### src/hdl/ftcr_pkg.sv
package ftcr_pkg;

    localparam int NUM_TRACKS_DEF  = 4;
    localparam int TRACK_DEPTH_DEF = 8;
    localparam int CAR_BITS_DEF    = 8;

    localparam int          CFG_W     = 3;
    localparam logic [2:0]  CFG_RESET = 3'd4;

    localparam int MAX_RESULTS = 33;
    localparam int K_W         = 6;

    typedef enum logic [1:0] {
        KIND_DIRECT = 2'd0,
        KIND_HOLD   = 2'd1,
        KIND_DRAIN  = 2'd2
    } t_kind;

    typedef enum logic [1:0] {
        STAT_MOVED   = 2'd0,
        STAT_NO_ROOM = 2'd1,
        STAT_REJECT  = 2'd2
    } t_status;

    typedef enum logic [2:0] {
        S_IDLE,
        S_DECIDE,
        S_PLACE,
        S_COMMIT,
        S_POP,
        S_LOAD,
        S_RESCAN,
        S_DRAIN
    } t_state;

    typedef struct packed {
        logic accept;
        logic place_init;
        logic place_step;
        logic commit;
        logic reject;
        logic direct;
        logic pop;
        logic load;
        logic rescan_step;
        logic drain;
        logic last;
    } t_cmd;

    typedef struct packed {
        logic failed;
        logic car_hit;
        logic drain_next;
        logic place_end;
        logic out_free;
    } t_stat;

endpackage

### src/hdl/ftcr_ram.sv
module ftcr_ram #(
    parameter int WIDTH = ftcr_pkg::CAR_BITS_DEF,
    parameter int DEPTH = ftcr_pkg::NUM_TRACKS_DEF * ftcr_pkg::TRACK_DEPTH_DEF
) (
    input  logic                                    i_clk,
    input  logic                                    i_wr_en,
    input  logic [((DEPTH > 1) ? $clog2(DEPTH) : 1)-1:0] i_wr_addr,
    input  logic [WIDTH-1:0]                        i_wr_data,
    input  logic                                    i_rd_en,
    input  logic [((DEPTH > 1) ? $clog2(DEPTH) : 1)-1:0] i_rd_addr,
    output logic [WIDTH-1:0]                        o_rd_data
);

    logic [WIDTH-1:0] r_mem [DEPTH];
    logic [WIDTH-1:0] r_rd_data;

    always_ff @(posedge i_clk) begin
        if (i_wr_en) begin
            r_mem[i_wr_addr] <= i_wr_data;
        end
        if (i_rd_en) begin
            r_rd_data <= r_mem[i_rd_addr];
        end
    end

    assign o_rd_data = r_rd_data;

endmodule

### src/hdl/ftcr_ctrl.sv
module ftcr_ctrl #(
    parameter int NUM_TRACKS = ftcr_pkg::NUM_TRACKS_DEF
) (
    input  logic                  i_clk,
    input  logic                  i_rst_n,
    input  logic                  i_in_valid,
    output logic                  o_in_ready,
    input  ftcr_pkg::t_stat       i_stat,
    output ftcr_pkg::t_cmd        o_cmd,
    output logic [((NUM_TRACKS > 1) ? $clog2(NUM_TRACKS) : 1)-1:0] o_idx
);

    localparam int IDX_W = (NUM_TRACKS > 1) ? $clog2(NUM_TRACKS) : 1;
    localparam int KW    = ftcr_pkg::K_W;

    ftcr_pkg::t_state r_state, n_state;
    logic [IDX_W-1:0] r_idx, n_idx;
    logic [KW-1:0]    r_k, n_k;
    ftcr_pkg::t_cmd   cmd;
    logic             k_room;

    assign k_room = r_k < KW'(ftcr_pkg::MAX_RESULTS - 1);

    always_ff @(posedge i_clk) begin
        if (!i_rst_n) begin
            r_state <= ftcr_pkg::S_IDLE;
            r_idx   <= '0;
            r_k     <= '0;
        end else begin
            r_state <= n_state;
            r_idx   <= n_idx;
            r_k     <= n_k;
        end
    end

    always_comb begin
        n_state = r_state;
        n_idx   = r_idx;
        n_k     = r_k;
        cmd     = '0;
        case (r_state)
            ftcr_pkg::S_IDLE: begin
                cmd.accept = i_in_valid;
                if (i_in_valid) begin
                    n_state = ftcr_pkg::S_DECIDE;
                end
            end
            ftcr_pkg::S_DECIDE: begin
                if (i_stat.failed) begin
                    if (i_stat.out_free) begin
                        cmd.reject = 1'b1;
                        cmd.last   = 1'b1;
                        n_state    = ftcr_pkg::S_IDLE;
                    end
                end else if (i_stat.car_hit) begin
                    if (i_stat.out_free) begin
                        cmd.direct = 1'b1;
                        cmd.last   = !i_stat.drain_next;
                        n_k        = KW'(1);
                        n_state    = i_stat.drain_next ? ftcr_pkg::S_POP : ftcr_pkg::S_IDLE;
                    end
                end else begin
                    cmd.place_init = 1'b1;
                    n_idx          = '0;
                    n_state        = ftcr_pkg::S_PLACE;
                end
            end
            ftcr_pkg::S_PLACE: begin
                cmd.place_step = 1'b1;
                if (i_stat.place_end) begin
                    n_state = ftcr_pkg::S_COMMIT;
                end else begin
                    n_idx = r_idx + 1'b1;
                end
            end
            ftcr_pkg::S_COMMIT: begin
                if (i_stat.out_free) begin
                    cmd.commit = 1'b1;
                    cmd.last   = 1'b1;
                    n_state    = ftcr_pkg::S_IDLE;
                end
            end
            ftcr_pkg::S_POP: begin
                cmd.pop = 1'b1;
                n_state = ftcr_pkg::S_LOAD;
            end
            ftcr_pkg::S_LOAD: begin
                cmd.load = 1'b1;
                n_idx    = '0;
                n_state  = ftcr_pkg::S_RESCAN;
            end
            ftcr_pkg::S_RESCAN: begin
                cmd.rescan_step = 1'b1;
                if (r_idx == IDX_W'(NUM_TRACKS - 1)) begin
                    n_state = ftcr_pkg::S_DRAIN;
                end else begin
                    n_idx = r_idx + 1'b1;
                end
            end
            ftcr_pkg::S_DRAIN: begin
                if (i_stat.out_free) begin
                    cmd.drain = 1'b1;
                    cmd.last  = !(i_stat.drain_next && k_room);
                    n_k       = r_k + 1'b1;
                    n_state   = (i_stat.drain_next && k_room) ? ftcr_pkg::S_POP
                                                              : ftcr_pkg::S_IDLE;
                end
            end
            default: begin
                n_state = ftcr_pkg::S_IDLE;
            end
        endcase
    end

    assign o_cmd      = cmd;
    assign o_idx      = r_idx;
    assign o_in_ready = (r_state == ftcr_pkg::S_IDLE);

endmodule

### src/hdl/ftcr_dp.sv
module ftcr_dp #(
    parameter int NUM_TRACKS  = ftcr_pkg::NUM_TRACKS_DEF,
    parameter int TRACK_DEPTH = ftcr_pkg::TRACK_DEPTH_DEF,
    parameter int CAR_BITS    = ftcr_pkg::CAR_BITS_DEF
) (
    input  logic                  i_clk,
    input  logic                  i_rst_n,
    input  ftcr_pkg::t_cmd        i_cmd,
    input  logic [((NUM_TRACKS > 1) ? $clog2(NUM_TRACKS) : 1)-1:0] i_idx,
    output ftcr_pkg::t_stat       o_stat,
    input  logic                  i_cfg_valid,
    input  logic [2:0]            i_cfg_tracks_in_use,
    input  logic [CAR_BITS-1:0]   i_car_number,
    input  logic                  i_new_train,
    output logic                  o_out_valid,
    input  logic                  i_out_ready,
    output logic [CAR_BITS-1:0]   o_moved_car,
    output logic [1:0]            o_move_kind,
    output logic [1:0]            o_track_index,
    output logic [1:0]            o_status,
    output logic                  o_last_of_run
);

    localparam int IDX_W  = (NUM_TRACKS > 1) ? $clog2(NUM_TRACKS) : 1;
    localparam int PW     = (TRACK_DEPTH > 1) ? $clog2(TRACK_DEPTH) : 1;
    localparam int CW     = $clog2(TRACK_DEPTH + 1);
    localparam int MDEPTH = NUM_TRACKS * TRACK_DEPTH;
    localparam int AW     = (MDEPTH > 1) ? $clog2(MDEPTH) : 1;
    localparam int HW     = CAR_BITS + 1;
    localparam int CFW    = ftcr_pkg::CFG_W;
    localparam int LIM    = (NUM_TRACKS < 7) ? NUM_TRACKS : 7;
    localparam int EW     = (IDX_W > CFW) ? IDX_W : CFW;
    localparam logic [HW-1:0] NONE_HELD = HW'(1) << CAR_BITS;

    logic [CFW-1:0]      r_cfg;
    logic [CAR_BITS-1:0] r_car;
    logic [PW-1:0]       r_head  [NUM_TRACKS];
    logic [PW-1:0]       r_tail  [NUM_TRACKS];
    logic [CW-1:0]       r_count [NUM_TRACKS];
    logic [CAR_BITS-1:0] r_tval  [NUM_TRACKS];
    logic [CAR_BITS-1:0] r_front [NUM_TRACKS];
    logic [HW-1:0]       r_expected;
    logic [HW-1:0]       r_small;
    logic [IDX_W-1:0]    r_strk;
    logic                r_failed;
    logic                r_best_vld;
    logic [IDX_W-1:0]    r_best;
    logic [CAR_BITS-1:0] r_best_tail;
    logic                r_best_full;
    logic [CAR_BITS-1:0] r_drn_car;
    logic [IDX_W-1:0]    r_drn_trk;

    logic                r_out_valid;
    logic [CAR_BITS-1:0] r_out_car;
    ftcr_pkg::t_kind     r_out_kind;
    logic [1:0]          r_out_trk;
    ftcr_pkg::t_status   r_out_status;
    logic                r_out_last;

    logic [IDX_W-1:0]    sel;
    logic [PW-1:0]       head_sel, tail_sel, head_inc, tail_inc;
    logic [CW-1:0]       cnt_sel;
    logic [CAR_BITS-1:0] tval_sel, front_sel;
    logic                push_ok, emit;
    logic [CFW-1:0]      n_eff;
    logic [HW-1:0]       exp_inc;
    logic [AW-1:0]       wr_addr, rd_addr;
    logic [CAR_BITS-1:0] rd_data;

    always_comb begin
        if (i_cmd.commit) begin
            sel = r_best;
        end else if (i_cmd.pop) begin
            sel = r_strk;
        end else begin
            sel = i_idx;
        end
    end

    assign head_sel  = r_head[sel];
    assign tail_sel  = r_tail[sel];
    assign cnt_sel   = r_count[sel];
    assign tval_sel  = r_tval[sel];
    assign front_sel = r_front[sel];
    assign head_inc  = (head_sel == PW'(TRACK_DEPTH - 1)) ? '0 : head_sel + 1'b1;
    assign tail_inc  = (tail_sel == PW'(TRACK_DEPTH - 1)) ? '0 : tail_sel + 1'b1;
    assign push_ok   = r_best_vld && !r_best_full;
    assign exp_inc   = r_expected + 1'b1;
    assign emit      = i_cmd.reject || i_cmd.direct || i_cmd.commit || i_cmd.drain;

    assign n_eff = (r_cfg == '0) ? CFW'(1) : ((r_cfg > CFW'(LIM)) ? CFW'(LIM) : r_cfg);

    assign wr_addr = AW'(int'(r_best) * TRACK_DEPTH + int'(tail_sel));
    assign rd_addr = AW'(int'(r_strk) * TRACK_DEPTH + int'(head_inc));

    ftcr_ram #(
        .WIDTH (CAR_BITS),
        .DEPTH (MDEPTH)
    ) u_store (
        .i_clk     (i_clk),
        .i_wr_en   (i_cmd.commit && push_ok),
        .i_wr_addr (wr_addr),
        .i_wr_data (r_car),
        .i_rd_en   (i_cmd.pop),
        .i_rd_addr (rd_addr),
        .o_rd_data (rd_data)
    );

    always_ff @(posedge i_clk) begin
        if (!i_rst_n) begin
            r_cfg       <= ftcr_pkg::CFG_RESET;
            r_expected  <= HW'(1);
            r_small     <= NONE_HELD;
            r_strk      <= '0;
            r_failed    <= 1'b0;
            r_best_vld  <= 1'b0;
            r_out_valid <= 1'b0;
            for (int t = 0; t < NUM_TRACKS; t++) begin
                r_head[t]  <= '0;
                r_tail[t]  <= '0;
                r_count[t] <= '0;
            end
        end else begin
            if (i_cfg_valid) begin
                r_cfg <= i_cfg_tracks_in_use;
            end
            if (i_cmd.accept && i_new_train) begin
                r_expected <= HW'(1);
                r_small    <= NONE_HELD;
                r_strk     <= '0;
                r_failed   <= 1'b0;
                for (int t = 0; t < NUM_TRACKS; t++) begin
                    r_head[t]  <= '0;
                    r_tail[t]  <= '0;
                    r_count[t] <= '0;
                end
            end
            if (i_cmd.place_init) begin
                r_best_vld <= 1'b0;
            end
            if (i_cmd.place_step) begin
                if (cnt_sel != '0) begin
                    if (tval_sel > r_best_tail && tval_sel < r_car) begin
                        r_best_vld <= 1'b1;
                    end
                end else if (r_best_tail == '0) begin
                    r_best_vld <= 1'b1;
                end
            end
            if (i_cmd.direct || i_cmd.drain) begin
                r_expected <= exp_inc;
            end
            if (i_cmd.commit) begin
                if (!push_ok) begin
                    r_failed <= 1'b1;
                end else begin
                    r_tail[r_best]  <= tail_inc;
                    r_count[r_best] <= cnt_sel + 1'b1;
                    if ({1'b0, r_car} < r_small) begin
                        r_small <= {1'b0, r_car};
                        r_strk  <= r_best;
                    end
                end
            end
            if (i_cmd.pop && cnt_sel != '0) begin
                r_head[r_strk]  <= head_inc;
                r_count[r_strk] <= cnt_sel - 1'b1;
            end
            if (i_cmd.load) begin
                r_small <= NONE_HELD;
                r_strk  <= '0;
            end
            if (i_cmd.rescan_step && cnt_sel != '0 && {1'b0, front_sel} < r_small) begin
                r_small <= {1'b0, front_sel};
                r_strk  <= i_idx;
            end
            if (emit) begin
                r_out_valid <= 1'b1;
            end else if (i_out_ready) begin
                r_out_valid <= 1'b0;
            end
        end
    end

    always_ff @(posedge i_clk) begin
        if (i_cmd.accept) begin
            r_car <= i_car_number;
        end
        if (i_cmd.place_init) begin
            r_best      <= '0;
            r_best_tail <= '0;
            r_best_full <= 1'b0;
        end
        if (i_cmd.place_step) begin
            if (cnt_sel != '0) begin
                if (tval_sel > r_best_tail && tval_sel < r_car) begin
                    r_best      <= i_idx;
                    r_best_tail <= tval_sel;
                    r_best_full <= (cnt_sel >= CW'(TRACK_DEPTH));
                end
            end else if (r_best_tail == '0) begin
                r_best      <= i_idx;
                r_best_full <= 1'b0;
            end
        end
        if (i_cmd.commit && push_ok) begin
            r_tval[r_best] <= r_car;
            if (cnt_sel == '0) begin
                r_front[r_best] <= r_car;
            end
        end
        if (i_cmd.pop) begin
            r_drn_car <= r_small[CAR_BITS-1:0];
            r_drn_trk <= r_strk;
        end
        if (i_cmd.load) begin
            r_front[r_drn_trk] <= rd_data;
        end
        if (emit) begin
            r_out_last <= i_cmd.last;
            if (i_cmd.reject) begin
                r_out_car    <= r_car;
                r_out_kind   <= ftcr_pkg::KIND_DIRECT;
                r_out_trk    <= '0;
                r_out_status <= ftcr_pkg::STAT_REJECT;
            end else if (i_cmd.direct) begin
                r_out_car    <= r_car;
                r_out_kind   <= ftcr_pkg::KIND_DIRECT;
                r_out_trk    <= '0;
                r_out_status <= ftcr_pkg::STAT_MOVED;
            end else if (i_cmd.commit) begin
                r_out_car    <= r_car;
                r_out_kind   <= ftcr_pkg::KIND_HOLD;
                r_out_trk    <= 2'(r_best);
                r_out_status <= push_ok ? ftcr_pkg::STAT_MOVED : ftcr_pkg::STAT_NO_ROOM;
            end else begin
                r_out_car    <= r_drn_car;
                r_out_kind   <= ftcr_pkg::KIND_DRAIN;
                r_out_trk    <= 2'(r_drn_trk);
                r_out_status <= ftcr_pkg::STAT_MOVED;
            end
        end
    end

    assign o_stat.failed     = r_failed;
    assign o_stat.car_hit    = ({1'b0, r_car} == r_expected);
    assign o_stat.drain_next = (r_small < NONE_HELD) && (r_small == exp_inc);
    assign o_stat.place_end  = (EW'(i_idx) == EW'(n_eff - 1'b1));
    assign o_stat.out_free   = !r_out_valid || i_out_ready;

    assign o_out_valid   = r_out_valid;
    assign o_moved_car   = r_out_car;
    assign o_move_kind   = r_out_kind;
    assign o_track_index = r_out_trk;
    assign o_status      = r_out_status;
    assign o_last_of_run = r_out_last;

endmodule

### src/hdl/fifo_track_car_reorder_core.sv
// Car reordering through FIFO holding tracks.
// Input channel (i_in_valid / o_in_ready) takes one car number and a new-train flag;
// output channel (o_out_valid / i_out_ready) gives one item per move, the final item
// of a car marked by o_last_of_run. The config channel writes the number of holding
// tracks that placement may use; it is always ready. The user must write it only
// between cars; the block does not enforce it. A car is taken in the idle state only.
// Steps from the accept to the loading of each item:
//   rejected or straight-through car: the decide state
//   car placed on a track: decide, a scan of the tails of the tracks in use, commit
//   each drained car: pop, registered store read, front scan, drain
// The input is not ready again until the last item of a car is loaded, drains included.
// The output register lets the next car be taken while the last item waits.
// If the receiver stalls, the block holds in the state that owns the next item.
// Reset clears all tracks, the failure flag, sets the expected car to 1 and the
// track count to 4; the track store holds no reset and is read only where written.
module fifo_track_car_reorder_core #(
    parameter int NUM_TRACKS  = ftcr_pkg::NUM_TRACKS_DEF,
    parameter int TRACK_DEPTH = ftcr_pkg::TRACK_DEPTH_DEF,
    parameter int CAR_BITS    = ftcr_pkg::CAR_BITS_DEF
) (
    input  logic                i_clk,
    input  logic                i_rst_n,
    input  logic                i_cfg_valid,
    output logic                o_cfg_ready,
    input  logic [2:0]          i_cfg_tracks_in_use,
    input  logic                i_in_valid,
    output logic                o_in_ready,
    input  logic [CAR_BITS-1:0] i_car_number,
    input  logic                i_new_train,
    output logic                o_out_valid,
    input  logic                i_out_ready,
    output logic [CAR_BITS-1:0] o_moved_car,
    output logic [1:0]          o_move_kind,
    output logic [1:0]          o_track_index,
    output logic [1:0]          o_status,
    output logic                o_last_of_run
);

    localparam int IDX_W = (NUM_TRACKS > 1) ? $clog2(NUM_TRACKS) : 1;

    ftcr_pkg::t_cmd   cmd;
    ftcr_pkg::t_stat  stat;
    logic [IDX_W-1:0] idx;

    assign o_cfg_ready = 1'b1;

    ftcr_ctrl #(
        .NUM_TRACKS (NUM_TRACKS)
    ) u_ctrl (
        .i_clk      (i_clk),
        .i_rst_n    (i_rst_n),
        .i_in_valid (i_in_valid),
        .o_in_ready (o_in_ready),
        .i_stat     (stat),
        .o_cmd      (cmd),
        .o_idx      (idx)
    );

    ftcr_dp #(
        .NUM_TRACKS  (NUM_TRACKS),
        .TRACK_DEPTH (TRACK_DEPTH),
        .CAR_BITS    (CAR_BITS)
    ) u_dp (
        .i_clk               (i_clk),
        .i_rst_n             (i_rst_n),
        .i_cmd               (cmd),
        .i_idx               (idx),
        .o_stat              (stat),
        .i_cfg_valid         (i_cfg_valid),
        .i_cfg_tracks_in_use (i_cfg_tracks_in_use),
        .i_car_number        (i_car_number),
        .i_new_train         (i_new_train),
        .o_out_valid         (o_out_valid),
        .i_out_ready         (i_out_ready),
        .o_moved_car         (o_moved_car),
        .o_move_kind         (o_move_kind),
        .o_track_index       (o_track_index),
        .o_status            (o_status),
        .o_last_of_run       (o_last_of_run)
    );

endmodule

### config.mk
export PLATFORM = sky130hd
export DESIGN_NAME = fifo_track_car_reorder_core
export DESIGN_NICKNAME = d
export VERILOG_FILES = /design/src/hdl/ftcr_pkg.sv /design/src/hdl/ftcr_ram.sv /design/src/hdl/ftcr_ctrl.sv /design/src/hdl/ftcr_dp.sv /design/src/hdl/fifo_track_car_reorder_core.sv
export SDC_FILE = /design/constraint.sdc
export NUM_CORES = 1
export LEC_CHECK = 0
export BUFFER_PORTS_ARGS = -buffer_cell sky130_fd_sc_hd__buf_2
export CAP_MARGIN = 30
export CELL_PAD_IN_SITES_DETAIL_PLACEMENT = 1
export CELL_PAD_IN_SITES_GLOBAL_PLACEMENT = 2
export CORE_MARGIN = 2
export CORE_UTILIZATION = 45
export CTS_BUF_LIST = sky130_fd_sc_hd__clkbuf_8 sky130_fd_sc_hd__clkbuf_16
export DETAILED_ROUTE_END_ITERATION = 8
export PLACE_DENSITY_LB_ADDON = 0.1
export SLEW_MARGIN = 20
export SYNTH_ARGS = -nofsm -noshare
export SYNTH_HDL_FRONTEND = slang
export SYNTH_SLANG_ARGS = --single-unit
### constraint.sdc
create_clock -name i_clk -period 10.8 [get_ports i_clk]
set_clock_uncertainty 0.15 [all_clocks]
set_input_delay 0.54 -clock i_clk [delete_from_list [all_inputs] [get_ports i_clk]]
set_output_delay 0.54 -clock i_clk [all_outputs]
set_load 0.1 [all_outputs]
==> flow_metrics.env <==
export IMPL_reg2reg_from="u_ctrl.r_state[2]$_SDFFE_PN0P_"
export IMPL_p_seq_share_pct=48.7
export IMPL_syn_num_nets=1454
export IMPL_holdPathStages=3
export IMPL_cts_sinks=449
export IMPL_critPathArrivalTime_ps=6210
export IMPL_synth_compound_area_share_pct=8.30
export IMPL_synthToLayoutAreaGrowth_pct=12.6
export IMPL_ys_seq_elements=449
export IMPL_period_share_pct=55.9
export IMPL_synth_fa_ha_area_share_pct=2.80
export IMPL_antenna_found_initial=0
export IMPL_nets=1512
export IMPL_ant_nets=0
export IMPL_p_leak_nw=7.51
export IMPL_grt_overflow=0
export IMPL_hpwl_mm=34.4
export IMPL_synth_most_common_cell="edfxtp_1"
export IMPL_setup_viol=0
export IMPL_pwr_share_comb_pct=11.6
export IMPL_final_hold_viol_count=0
export IMPL_hold_path_class="input pin to flip-flop"
export IMPL_ctsResizeCount=0
export IMPL_hold_path_end="u_dp.r_cfg[2]$_SDFFE_PN1P_"
export IMPL_min_from="i_cfg_tracks_in_use[2]"
export IMPL_path_clk_slew_ps=60
export IMPL_cts_tree="yes"
export IMPL_ys_types=74
export IMPL_async_flop_share_pct=0
export IMPL_setup_tns_ps=0
export IMPL_rsz0062_at_grt="no"
export IMPL_rrSetupSlack_ps=4760
export IMPL_max_clock_path_buffers=3
export IMPL_multi_input_area_um2=5980
export IMPL_initialDrtViolationCount=772
export IMPL_switching_share_pct=25.8
export IMPL_remaining_drc_errors=0
export IMPL_tightest_slew_ps=989
export IMPL_syn_cell_area_um2=19500
export IMPL_synth_xor_area_share_pct=1.39
export IMPL_clkPwrFrac_pct=39.7
export IMPL_synth_top_family_by_area="simple AND/OR/NAND/NOR gates"
export IMPL_n_fill_cell=4232
export IMPL_synth_main_ff_cell="edfxtp_1"
export IMPL_fmax_mhz=166
export IMPL_status="completed"
export IMPL_layout_min_cycle_time_ps=6040
export IMPL_core_um2=42900
export IMPL_yosys_area_top_type="edfxtp_1"
export IMPL_synth_top_area_share_pct=61.7
export IMPL_vias=11652
export IMPL_grt_pass1_wl_mm=79.8
export IMPL_reg2reg_depth=15
export IMPL_relSlewSlack_pct=33.8
export IMPL_initial_core_util_pct=45.5
export IMPL_max_cap_violations=0
export IMPL_register_area_um2=13000
export IMPL_synthMuxAreaShare_pct=7.93
export IMPL_drive_above_1_share_pct=14.6
export IMPL_first_pass_iters=7
export IMPL_place_gp_congestion=0.805
export IMPL_critPathKind="flip-flop to flip-flop"
export IMPL_die_y_um=212
export IMPL_power_density_nw_per_um2=184
export IMPL_final_util_pct=51.2
export IMPL_cts_root_buf="clkbuf_16"
export IMPL_synth_edff_count=401
export IMPL_grt_use_total_pct=24.3
export IMPL_grt_max_degree=59
export IMPL_synth_top_cells_by_area="edfxtp_1, mux4_2, dfxtp_1"
export IMPL_critPathMaxFanout=58
export IMPL_intPower_mw=3.00
export IMPL_wirelength_mm=52.4
export IMPL_postSynthCellCount=1394
export IMPL_row_count=76
export IMPL_yosys_warnings=0
export IMPL_die_w_um=212
export IMPL_vias_per_cell=5.61
export IMPL_r2r_end="u_dp.u_store.o_rd_data[5]$_DFFE_PN_"
export IMPL_synthTopCellsByCount="edfxtp_1, nand2_1, nor2_1, mux4_2"
export IMPL_worst_ep_required_time_ps=10970
export IMPL_critPathLaunchType="flip-flop"
export IMPL_wl_per_cell_um=25.2
export IMPL_fp_dieArea_um2=45000
export IMPL_grt_pass1_vias=12491
export IMPL_pin_count=35
export IMPL_peakVddDrop_mv=0.139
export IMPL_cts_buffers=48
export IMPL_io_buffers=33
export IMPL_p_sw_mw=1.04
export IMPL_syn_area_per_cell_um2=14.0
export IMPL_htree_levels=2
export IMPL_yosys_area_share_simple_pct=10.2
export IMPL_drv_slew=0
export IMPL_seq_area_frac_synth_pct=66.7
export IMPL_end_kind="flip-flop"
export IMPL_insertion_delay_ps=600
kinds of logic after synthesis:
logic type	count (synthesis)
compound gates	233
other cells	1
fa+ha+maj	43
buf+inv	117
xor+xnor	31
mux	87
flops	449
simple gates	433
through the flow:
step           power, mW  hold WS [ps]  instance area [um^2]  setup WS [ps]  cells
2_1_floorplan       2.32           280                 19500           5980   1394
3_3_place_gp        2.46           303                 20300           4890   1972
3_5_place_dp        2.48           307                 20300           4720   1976
4_1_cts             4.08          6.92                 21900           4680   2073
5_1_grt             4.17          29.8                 22000           4280   2076
6_report            4.04          18.8                 22000           4760   2077
per-layer routing:
metal	vias to the layer above	global-route usage [%]	part of all wire [%]
met5	-	0	0
met4	0	8.79	3.1
met3	80	2.90	3.2
met2	215	42.5	51
met1	5994	31.2	43
li1	5363	-	-
how the worst max path moves through the flow:
stage                                    from                             endpoint  slack, ps  cells past startpoint
6_report       u_ctrl.r_state[2]$_SDFFE_PN0P_  u_dp.u_store.o_rd_data[5]$_DFFE_PN_       4760                     15
5_1_grt        u_ctrl.r_state[2]$_SDFFE_PN0P_  u_dp.u_store.o_rd_data[5]$_DFFE_PN_       4280                     15
4_1_cts        u_ctrl.r_state[2]$_SDFFE_PN0P_  u_dp.u_store.o_rd_data[5]$_DFFE_PN_       4680                     15
3_5_place_dp   u_ctrl.r_state[2]$_SDFFE_PN0P_  u_dp.u_store.o_rd_data[5]$_DFFE_PN_       4720                     15
3_3_place_gp   u_ctrl.r_state[2]$_SDFFE_PN0P_  u_dp.u_store.o_rd_data[5]$_DFFE_PN_       4890                     15
2_1_floorplan   u_dp.o_out_valid$_SDFFE_PN0P_  u_dp.u_store.o_rd_data[1]$_DFFE_PN_       5980                     15
sequential cells by signal, indices dropped and copies added (netlist names), 3 cells and up:
register                flops
u_dp.u_store.r_mem        256
u_dp.r_tail                12
u_ctrl.r_k                  6
u_dp.r_expected             9
u_dp.r_small                9
u_dp.r_cfg                  3
u_dp.r_head                12
u_dp.r_front               32
u_dp.o_moved_car            8
u_dp.r_count               16
u_dp.r_best_tail            8
u_dp.r_tval                32
u_dp.r_car                  8
u_dp.r_drn_car              8
u_dp.u_store.o_rd_data      8
u_ctrl.r_state              3
power groups by stage:
| stage | clock network [mW] | logic [mW] | registers (mW) |
|---|---|---|---|
| 2_1_floorplan | 0 | 0.271 | 2.05 |
| 3_3_place_gp | 0 | 0.460 | 2.00 |
| 3_5_place_dp | 0 | 0.471 | 2.01 |
| 4_1_cts | 1.64 | 0.475 | 1.97 |
| 5_1_grt | 1.69 | 0.511 | 1.97 |
| 6_report | 1.60 | 0.469 | 1.97 |
layout by cell type (no fill, tap or decap), types with 16 or more instances in the layout:
| master | count |
|---|---|
| a211oi_1 | 31 |
| inv_1 | 55 |
| buf_2 | 33 |
| clkbuf_16 | 48 |
| mux2i_1 | 24 |
| o21ai_0 | 40 |
| ha_1 | 42 |
| edfxtp_1 | 401 |
| xor2_1 | 22 |
| dfxtp_1 | 48 |
| nand2_1 | 176 |
| nor2_1 | 110 |
| nand3_1 | 40 |
| mux4_2 | 51 |
| a31oi_1 | 16 |
| o21a_1 | 17 |
| o2111ai_1 | 16 |
| and2_1 | 25 |
| a21oi_1 | 48 |
| buf_4 | 32 |
repair_timing:
item / CTS / global route
buffers inserted: 0 / 0
hold buffers: 8 / 0
endpoints found under the hold margin: 8 / 0
cell type report:
cell class	instances	share of cell area (%)
clock buffer	52	5.72
antenna	1	0.0114
sequential	449	59.2
multi-input combinational	828	27.2
clock inverter	37	1.26
timing repair buffer	75	2.37
inverter	50	0.866
tap	585	3.33
worst max-delay path: stages (launching register included):
cell and delay, ps:
dfxtp_1 580, nor3b_4 260, buf_4 360, mux2_2 430, a21oi_2 140, buf_4 270
mux4_2 530, ha_1 200, ha_1 260, a2111oi_4 680, nor2_4 50, buf_4 340
buf_4 460, mux4_2 530, o211ai_1 300, o2111ai_1 160
Note: power is estimated with default switching activity, not from simulation.
